## src/rtl/core/rc4_pkg.sv

```systemverilog
// ----------------------------------------------------------------------------
// rc4_pkg
// Shared types and constants for the RC4 keystream cipher core.
// ----------------------------------------------------------------------------
`timescale 1ns / 1ps
`default_nettype none

package rc4_pkg;

    // Permutation geometry
    localparam int unsigned PERM_DEPTH = 256;
    localparam int unsigned PERM_AW    = 8;

    // Item kind codes
    localparam logic KIND_KEY  = 1'b0;
    localparam logic KIND_DATA = 1'b1;

    // Last step index of the key schedule
    localparam logic [PERM_AW-1:0] SCHED_LAST = 8'hFF;

    // Sequencer states
    typedef enum logic [3:0] {
        ST_IDLE,
        ST_RD_J,
        ST_RD_T,
        ST_FIN,
        ST_SCH_INIT,
        ST_SCH_RK,
        ST_SCH_RJ,
        ST_SCH_WK,
        ST_SCH_WJ
    } state_t;

    // Request bundle into the permutation memory
    typedef struct packed {
        logic               clr;
        logic               re;
        logic [PERM_AW-1:0] raddr;
        logic               we;
        logic [PERM_AW-1:0] waddr;
        logic [7:0]         wdata;
    } sbox_req_t;

endpackage : rc4_pkg

`default_nettype wire

```

## src/rtl/core/rc4_sbox.sv

```systemverilog
// ----------------------------------------------------------------------------
// rc4_sbox
// Permutation memory: one write and one read port, registered read data,
// write-first bypass, and per-entry valid bits so that an unwritten entry
// reads as its own index (identity). A clear request restores identity.
// ----------------------------------------------------------------------------
`timescale 1ns / 1ps
`default_nettype none

module rc4_sbox
    import rc4_pkg::*;
(
    input  wire logic       clk,
    input  wire logic       rst_n,
    input  wire sbox_req_t  req,
    output logic [7:0]      rdata
);

    logic [7:0]            mem [PERM_DEPTH];
    logic [PERM_DEPTH-1:0] valid_reg;
    logic [7:0]            rdata_reg;

    // Store write data
    always_ff @(posedge clk)
    begin
        if (req.we && !req.clr)
        begin
            mem[req.waddr] <= req.wdata;
        end
    end

    // Track written entries; clear restores identity
    always_ff @(posedge clk or negedge rst_n)
    begin
        if (!rst_n)
        begin
            valid_reg <= '0;
        end
        else if (req.clr)
        begin
            valid_reg <= '0;
        end
        else if (req.we)
        begin
            valid_reg[req.waddr] <= 1'b1;
        end
    end

    // Read with write-first bypass; hold data when no read is issued
    always_ff @(posedge clk)
    begin
        if (req.re)
        begin
            if (req.we && (req.waddr == req.raddr))
            begin
                rdata_reg <= req.wdata;
            end
            else if (valid_reg[req.raddr])
            begin
                rdata_reg <= mem[req.raddr];
            end
            else
            begin
                rdata_reg <= req.raddr;
            end
        end
    end

    assign rdata = rdata_reg;

endmodule : rc4_sbox

`default_nettype wire

```

## src/rtl/core/rc4_key_store.sv

```systemverilog
// ----------------------------------------------------------------------------
// rc4_key_store
// Key byte memory with fill counter. Bytes beyond the capacity are dropped.
// Registered read port for the key schedule.
// ----------------------------------------------------------------------------
`timescale 1ns / 1ps
`default_nettype none

module rc4_key_store
    import rc4_pkg::*;
#(
    parameter int unsigned KEY_BYTES_MAX = 256,
    parameter int unsigned KAW           = 8,
    parameter int unsigned LW            = 9
)
(
    input  wire logic           clk,
    input  wire logic           rst_n,
    input  wire logic           wr,
    input  wire logic [7:0]     wdata,
    input  wire logic           clr_len,
    input  wire logic           rd,
    input  wire logic [KAW-1:0] raddr,
    output logic [7:0]          rdata,
    output logic [LW-1:0]       len
);

    logic [7:0]    mem [KEY_BYTES_MAX];
    logic [LW-1:0] len_reg;
    logic [LW-1:0] len_next;
    logic [7:0]    rdata_reg;
    logic          full;

    assign full = (len_reg == LW'(KEY_BYTES_MAX));

    // Append key byte while room remains
    always_ff @(posedge clk)
    begin
        if (wr && !full)
        begin
            mem[len_reg[KAW-1:0]] <= wdata;
        end
    end

    // Read key byte for the schedule
    always_ff @(posedge clk)
    begin
        if (rd)
        begin
            rdata_reg <= mem[raddr];
        end
    end

    // Advance or drop fill count
    always_comb
    begin
        len_next = len_reg;
        if (clr_len)
        begin
            len_next = '0;
        end
        else if (wr && !full)
        begin
            len_next = len_reg + LW'(1);
        end
    end

    always_ff @(posedge clk or negedge rst_n)
    begin
        if (!rst_n)
        begin
            len_reg <= '0;
        end
        else
        begin
            len_reg <= len_next;
        end
    end

    assign rdata = rdata_reg;
    assign len   = len_reg;

endmodule : rc4_key_store

`default_nettype wire

```

## src/rtl/core/rc4_keystream_cipher.sv

```systemverilog
// ----------------------------------------------------------------------------
// rc4_keystream_cipher
// Byte-wide RC4 core: key loading, key schedule and keystream XOR around
// one permutation memory and one key memory.
// ----------------------------------------------------------------------------
//  channel  | handshake            | payload
//  ---------+----------------------+---------------------------
//  input    | in_valid / in_stall  | kind, data_byte, last_key
//  output   | out_valid / out_stall| out_byte
//
//  A data byte steps through read S[i], read S[j], swap and read S[t],
//  each step waiting on the registered read data of the permutation memory.
//  A key byte is stored as it is accepted. A marked last key byte runs the
//  schedule: restore identity, then per step read S[k] and S[j], write both.
//  Reset gives identity permutation, zero indices and an empty key store.
//  A stalled output holds the sequencer in its final data step.
// ----------------------------------------------------------------------------
`timescale 1ns / 1ps
`default_nettype none

module rc4_keystream_cipher
    import rc4_pkg::*;
#(
    parameter int unsigned KEY_BYTES_MAX = 256
)
(
    input  wire logic       clk,
    input  wire logic       rst_n,
    input  wire logic       in_valid,
    output logic            in_stall,
    input  wire logic       kind,
    input  wire logic [7:0] data_byte,
    input  wire logic       last_key,
    output logic            out_valid,
    input  wire logic       out_stall,
    output logic [7:0]      out_byte
);

    localparam int unsigned KAW = (KEY_BYTES_MAX > 1) ? $clog2(KEY_BYTES_MAX) : 1;
    localparam int unsigned LW  = $clog2(KEY_BYTES_MAX + 1);

    state_t             state_reg, state_next;
    logic [PERM_AW-1:0] a_reg, a_next;
    logic [PERM_AW-1:0] b_reg, b_next;
    logic [7:0]         sa_reg, sa_next;
    logic [PERM_AW-1:0] t_reg, t_next;
    logic [7:0]         byte_reg, byte_next;
    logic [KAW-1:0]     kidx_reg, kidx_next;
    logic               out_valid_reg, out_valid_next;
    logic [7:0]         out_byte_reg, out_byte_next;

    sbox_req_t          sreq;
    logic [7:0]         s_rdata;
    logic               key_wr;
    logic               key_clr;
    logic               key_rd;
    logic [7:0]         key_rdata;
    logic [LW-1:0]      key_len;

    logic               out_free;
    logic               in_take;
    logic [LW-1:0]      kidx_inc;
    logic [7:0]         ks;

    rc4_sbox u_sbox
    (
        .clk   (clk),
        .rst_n (rst_n),
        .req   (sreq),
        .rdata (s_rdata)
    );

    rc4_key_store
    #(
        .KEY_BYTES_MAX (KEY_BYTES_MAX),
        .KAW           (KAW),
        .LW            (LW)
    )
    u_key
    (
        .clk     (clk),
        .rst_n   (rst_n),
        .wr      (key_wr),
        .wdata   (data_byte),
        .clr_len (key_clr),
        .rd      (key_rd),
        .raddr   (kidx_reg),
        .rdata   (key_rdata),
        .len     (key_len)
    );

    // Handshake: accept when idle or when the last data step can retire
    assign out_free = !out_valid_reg || !out_stall;
    assign in_stall = !((state_reg == ST_IDLE) || ((state_reg == ST_FIN) && out_free));
    assign in_take  = in_valid && !in_stall;

    // Keystream byte, fixed up when t hits the entry written last
    assign ks       = (t_reg == b_reg) ? sa_reg : s_rdata;
    assign kidx_inc = LW'(kidx_reg) + LW'(1);

    // Next state
    always_comb
    begin
        state_next = state_reg;
        unique case (state_reg)
            ST_IDLE, ST_FIN:
            begin
                if ((state_reg == ST_FIN) && !out_free)
                begin
                    state_next = ST_FIN;
                end
                else if (in_take && (kind == KIND_DATA))
                begin
                    state_next = ST_RD_J;
                end
                else if (in_take && last_key)
                begin
                    state_next = ST_SCH_INIT;
                end
                else
                begin
                    state_next = ST_IDLE;
                end
            end
            ST_RD_J:     state_next = ST_RD_T;
            ST_RD_T:     state_next = ST_FIN;
            ST_SCH_INIT: state_next = ST_SCH_RK;
            ST_SCH_RK:   state_next = ST_SCH_RJ;
            ST_SCH_RJ:   state_next = ST_SCH_WK;
            ST_SCH_WK:   state_next = ST_SCH_WJ;
            ST_SCH_WJ:   state_next = (a_reg == SCHED_LAST) ? ST_IDLE : ST_SCH_RK;
            default:     state_next = ST_IDLE;
        endcase
    end

    // Datapath and memory requests
    always_comb
    begin
        a_next         = a_reg;
        b_next         = b_reg;
        sa_next        = sa_reg;
        t_next         = t_reg;
        byte_next      = byte_reg;
        kidx_next      = kidx_reg;
        out_byte_next  = out_byte_reg;
        out_valid_next = out_valid_reg && out_stall;
        sreq           = '0;
        key_wr         = 1'b0;
        key_clr        = 1'b0;
        key_rd         = 1'b0;

        unique case (state_reg)
            ST_IDLE, ST_FIN:
            begin
                // Retire data transaction: second swap write, load result
                if (state_reg == ST_FIN)
                begin
                    sreq.we   = 1'b1;
                    sreq.waddr = b_reg;
                    sreq.wdata = sa_reg;
                    if (out_free)
                    begin
                        out_valid_next = 1'b1;
                        out_byte_next  = byte_reg ^ ks;
                    end
                end
                // Start next transaction
                if (in_take)
                begin
                    if (kind == KIND_DATA)
                    begin
                        a_next     = a_reg + PERM_AW'(1);
                        byte_next  = data_byte;
                        sreq.re    = 1'b1;
                        sreq.raddr = a_reg + PERM_AW'(1);
                    end
                    else
                    begin
                        key_wr = 1'b1;
                    end
                end
            end
            ST_RD_J:
            begin
                // S[i] arrives: advance j, read S[j]
                sa_next    = s_rdata;
                b_next     = b_reg + s_rdata;
                sreq.re    = 1'b1;
                sreq.raddr = b_reg + s_rdata;
            end
            ST_RD_T:
            begin
                // S[j] arrives: write S[i], read S[t]
                sreq.we    = 1'b1;
                sreq.waddr = a_reg;
                sreq.wdata = s_rdata;
                t_next     = sa_reg + s_rdata;
                sreq.re    = 1'b1;
                sreq.raddr = sa_reg + s_rdata;
            end
            ST_SCH_INIT:
            begin
                // Restore identity and clear counters
                sreq.clr  = 1'b1;
                a_next    = '0;
                b_next    = '0;
                kidx_next = '0;
            end
            ST_SCH_RK:
            begin
                // Read S[k] and the key byte, wrap key index at length
                sreq.re    = 1'b1;
                sreq.raddr = a_reg;
                key_rd     = 1'b1;
                kidx_next  = (kidx_inc == key_len) ? '0 : kidx_inc[KAW-1:0];
            end
            ST_SCH_RJ:
            begin
                // Mix into j, read S[j]
                sa_next    = s_rdata;
                b_next     = b_reg + s_rdata + key_rdata;
                sreq.re    = 1'b1;
                sreq.raddr = b_reg + s_rdata + key_rdata;
            end
            ST_SCH_WK:
            begin
                sreq.we    = 1'b1;
                sreq.waddr = a_reg;
                sreq.wdata = s_rdata;
            end
            ST_SCH_WJ:
            begin
                sreq.we    = 1'b1;
                sreq.waddr = b_reg;
                sreq.wdata = sa_reg;
                a_next     = a_reg + PERM_AW'(1);
                if (a_reg == SCHED_LAST)
                begin
                    b_next  = '0;
                    key_clr = 1'b1;
                end
            end
            default:
            begin
                sreq = '0;
            end
        endcase
    end

    // Control registers
    always_ff @(posedge clk or negedge rst_n)
    begin
        if (!rst_n)
        begin
            state_reg     <= ST_IDLE;
            a_reg         <= '0;
            b_reg         <= '0;
            kidx_reg      <= '0;
            out_valid_reg <= 1'b0;
        end
        else
        begin
            state_reg     <= state_next;
            a_reg         <= a_next;
            b_reg         <= b_next;
            kidx_reg      <= kidx_next;
            out_valid_reg <= out_valid_next;
        end
    end

    // Payload registers
    always_ff @(posedge clk)
    begin
        sa_reg       <= sa_next;
        t_reg        <= t_next;
        byte_reg     <= byte_next;
        out_byte_reg <= out_byte_next;
    end

    assign out_valid = out_valid_reg;
    assign out_byte  = out_byte_reg;

endmodule : rc4_keystream_cipher

`default_nettype wire
```

## config.mk

```make
export PLATFORM = sky130hd
export DESIGN_NAME = rc4_keystream_cipher
export DESIGN_NICKNAME = d
export VERILOG_FILES = /design/src/rtl/core/rc4_pkg.sv /design/src/rtl/core/rc4_sbox.sv /design/src/rtl/core/rc4_key_store.sv /design/src/rtl/core/rc4_keystream_cipher.sv
export SDC_FILE = /design/constraint.sdc
export NUM_CORES = 2
export LEC_CHECK = 0
export ABC_AREA = 0
export BUFFER_PORTS_ARGS = -buffer_cell sky130_fd_sc_hd__clkbuf_2
export CORE_MARGIN = 4
export CORE_UTILIZATION = 46
export CTS_CLUSTER_DIAMETER = 100
export CTS_CLUSTER_SIZE = 12
export DETAILED_ROUTE_END_ITERATION = 10
export SLEW_MARGIN = 20
export SYNTH_ARGS = -nofsm -noshare
export SYNTH_HDL_FRONTEND = slang
export SYNTH_HIERARCHICAL = 1
export SYNTH_SLANG_ARGS = --single-unit
export TNS_END_PERCENT = 10
```

## constraint.sdc

```tcl
create_clock -name clk -period 9.11 [get_ports clk]
set_clock_uncertainty 0.05 [all_clocks]
set_input_delay 0.911 -clock clk [delete_from_list [all_inputs] [get_ports clk]]
set_output_delay 0.911 -clock clk [all_outputs]
set_load 0.01 [all_outputs]
```

==> results.cfg <==
[route]
vias_per_cell = 6.32
drtIter0Drc = 11353
first_pass_iters = 6
wire_per_inst_um = 32.4
ant_nets = 0
vias = 91307
drc = 0
wl_mm = 469

[sta]
hold_violations = 0
drv_slew = 0
fmax_ghz = 0.139
fin_crit_sh_pct = 79.1
min_period_ns = 7.21
maxSlewHeadroom_pct = 7.26
worst_slack_ns = 1.90
finalSetupTns_ns = 0
tightest_slew_ns = 1.39
rsz0062_at_grt = no
finalSetupViolations = 0

[power_and_ir_drop]
power_frac_seq_pct = 58.8
clock_power_share_pct = 40.7
cellInternalPower_mw = 30.4
p_sw_mw = 7.28
ir_drop_uv = 166
p_comb_share_pct = 0.5
finalPower_mw = 37.6
power_per_cell_area_mw_per_mm2 = 195
switching_share_pct = 19.3
p_leak_nw = 58.6

[global_routing]
use_met1_pct = 33.1
antenna_found_initial = 12
grt_util_met2_pct = 36.8
top_usage_layer = met2
first_global_vias = 90659
grt_start_max_net_pins = 206
grt_usage_pct = 23.3
grt-ovfl-total = 0
gr-usage-met3_pct = 3.67
grt_pass1_wl_mm = 673

[run_status]
status = finished clean

[logic_synthesis]
synth_edf_count = 4144
synth-xor-area-share_pct = 0.277
netlist.area_leader.share_pct = 70.2
ys_seq_area_share_pct = 74.3
synthFlopType = edfxtp_1
synthMostInstantiatedCell = edfxtp_1
ys_seq_elements = 4438
ys_top_cells_by_area = edfxtp_1 70%, mux4_2 9.3%, dfrtp_1 4.1%
yosys.area_share.simple_pct = 3.02
synth-compound-area-share_pct = 4.72
synth_top_family_by_area = multiplexers
ys_types = 106
synth_commonest_cells = 4144 x edfxtp_1, 730 x mux4_2, 626 x nor2_1
async_flop_share_pct = 6.62
yosys_warnings = 6
synthMuxAreaShare_pct = 14.4
yosysTopAreaCell = edfxtp_1
synthAdderAreaFrac_pct = 0.224
avgSynthCellArea_um2 = 19.2
syn_area_mm2 = 0.177
syn_nets = 9262
netlist_instances = 9218

[clock_tree]
cts_tree = yes
cts_resized = 0
cts_root_buffer = clkbuf_16
path_clk_slew_ns = 0.07
htree_levels = 5
clock-sinks = 4438
cts_max_path_buffers = 4
cts_buffers = 409
worstSkewPairLatency_ns = 0.98

[worst_setup_path]
path_max_fanout = 40
critical_path_class = reg2reg
worst-r2r-setup-slack_ns = 1.90
crit_arrival_ns = 7.93
startpoint = u_sbox/rdata[0]
r2r-start = u_sbox/rdata[0]
cp-start-kind = flop
cp_data_required_time_ns = 9.84
end_kind = flop

[finish]
area_growth_pct = 8.97
drive_gt1_share_pct = 16.4
fin_nets = 9302
postLayoutCellArea_mm2 = 0.193
fin_cells = 14455

[die]
die_y_um = 629
core_mm2 = 0.383
io_pins = 24
fp-row-count = 227
dieArea_mm2 = 0.395
start_util_pct = 46.3
die_w_um = 629

[placement]
dpl_cell_area_mm2 = 0.182
dp_hpwl_mm = 280
dp_slack_ns = 2.04
port_buffers = 23
dp_cells = 13880
gp_congestion = 0.877

[hold_path]
min_path_type = in2reg
worstHoldStart = last_key

[job]
drv_cap = 0
final timing paths:
check | end | cells past startpoint
worst max-delay path | u_sbox/rdata[6] | 18
worst min-delay path | state_reg[2] | 3
worst max register to register | u_sbox/rdata[6] | 18
worst min register to register | u_sbox/valid_reg[113] | 2
max in group asynchronous | kidx_reg[0] | 4
min in group asynchronous | u_sbox/valid_reg[196] | 2
per-stage QoR:
stage / hold slack, ns / util [%]
floorplan: 0.451 / -
global placement: 0.462 / 47.5
detailed placement: 0.475 / 47.5
CTS: 0.262 / 50.4
global route: 0.273 / 50.4
finish: 0.297 / 50.4
area by class of cell:
cell class | instances | area, um2
Antenna cell | 8 | 20.0
Clock buffer | 539 | 10800
Clock inverter | 23 | 389
Fill cell | 30380 | 190000
Inverter | 288 | 1090
Multi-Input combinational cell | 3890 | 40500
Sequential cell | 4438 | 132000
Tap cell | 5038 | 6300
Timing Repair Buffer | 231 | 2240
placed cells by master, fill, tap and decap left out, types with 29 or more instances in the layout:
cell type	netlist	routed
a211oi_1	45	45
a21oi_1	153	153
a221oi_1	40	40
a22o_1	39	31
a22oi_1	208	208
buf_12	36	31
buf_4	34	169
clkbuf_1	241	126
clkbuf_16	0	413
dfrtp_1	294	289
edfxtp_1	4144	4144
inv_1	286	282
mux2i_1	496	496
mux4_1	152	152
mux4_2	730	730
nand2_1	196	181
nand3_1	69	55
nor2_1	626	619
nor2b_1	41	33
nor3_1	76	76
nor4_1	39	36
o21ai_0	91	91
o221ai_1	54	54
o22ai_1	421	421
xnor2_1	29	29
worst max-delay path: stages, from the launching register on:
cell       delay (ns)
edfxtp_1         0.49
ha_1             0.28
fa_1             0.41
xor2_1           0.33
ha_1             0.34
nor2b_1          0.17
o21ai_0          0.18
nand2b_1         0.12
xor2_1           0.16
a22oi_1          0.30
nand3_4          0.73
and2_1           0.85
a221oi_1         0.52
nor4_1           0.17
nor4_2           0.31
o211ai_1         0.16
a2111oi_2        0.84
o211ai_1         0.15
o32ai_1          0.30
power by group through the flow:
| stage | logic [mW] | registers, mW | clock network [mW] |
|---|---|---|---|
| 6_report | 0.197 | 22.1 | 15.3 |
| 2_1_floorplan | 0.0000424 | 22.5 | 0 |
| 4_1_cts | 0.201 | 22.1 | 15.7 |
| 3_3_place_gp | 0.188 | 22.5 | 0 |
| 3_5_place_dp | 0.202 | 22.5 | 0 |
| 5_1_grt | 0.220 | 22.1 | 16.5 |
per-layer routing:
metal  share of wire, %  vias to the layer above  wire length [um]
li1                   -                    37547                 -
met1                 41                    48721            191000
met2                 48                     4216            223000
met3                7.9                      819             37000
met4                3.8                        4             17900
met5             0.0047                        -                22
repair_timing:
item                                   CTS  global route
hold buffers                             1             0
endpoints found under the hold margin  106             0
buffers inserted                         0             0
cell families after synthesis:
| family | Yosys count |
|---|---|
| DFF | 4438 |
| muxes | 1395 |
| AOI/OAI and AO/OA | 1219 |
| and+or+nand+nor | 1190 |
| buffers and inverters | 890 |
| xor gates and xnor gates | 56 |
| adders and majority gates | 30 |
(Power assumes the default switching activity.)
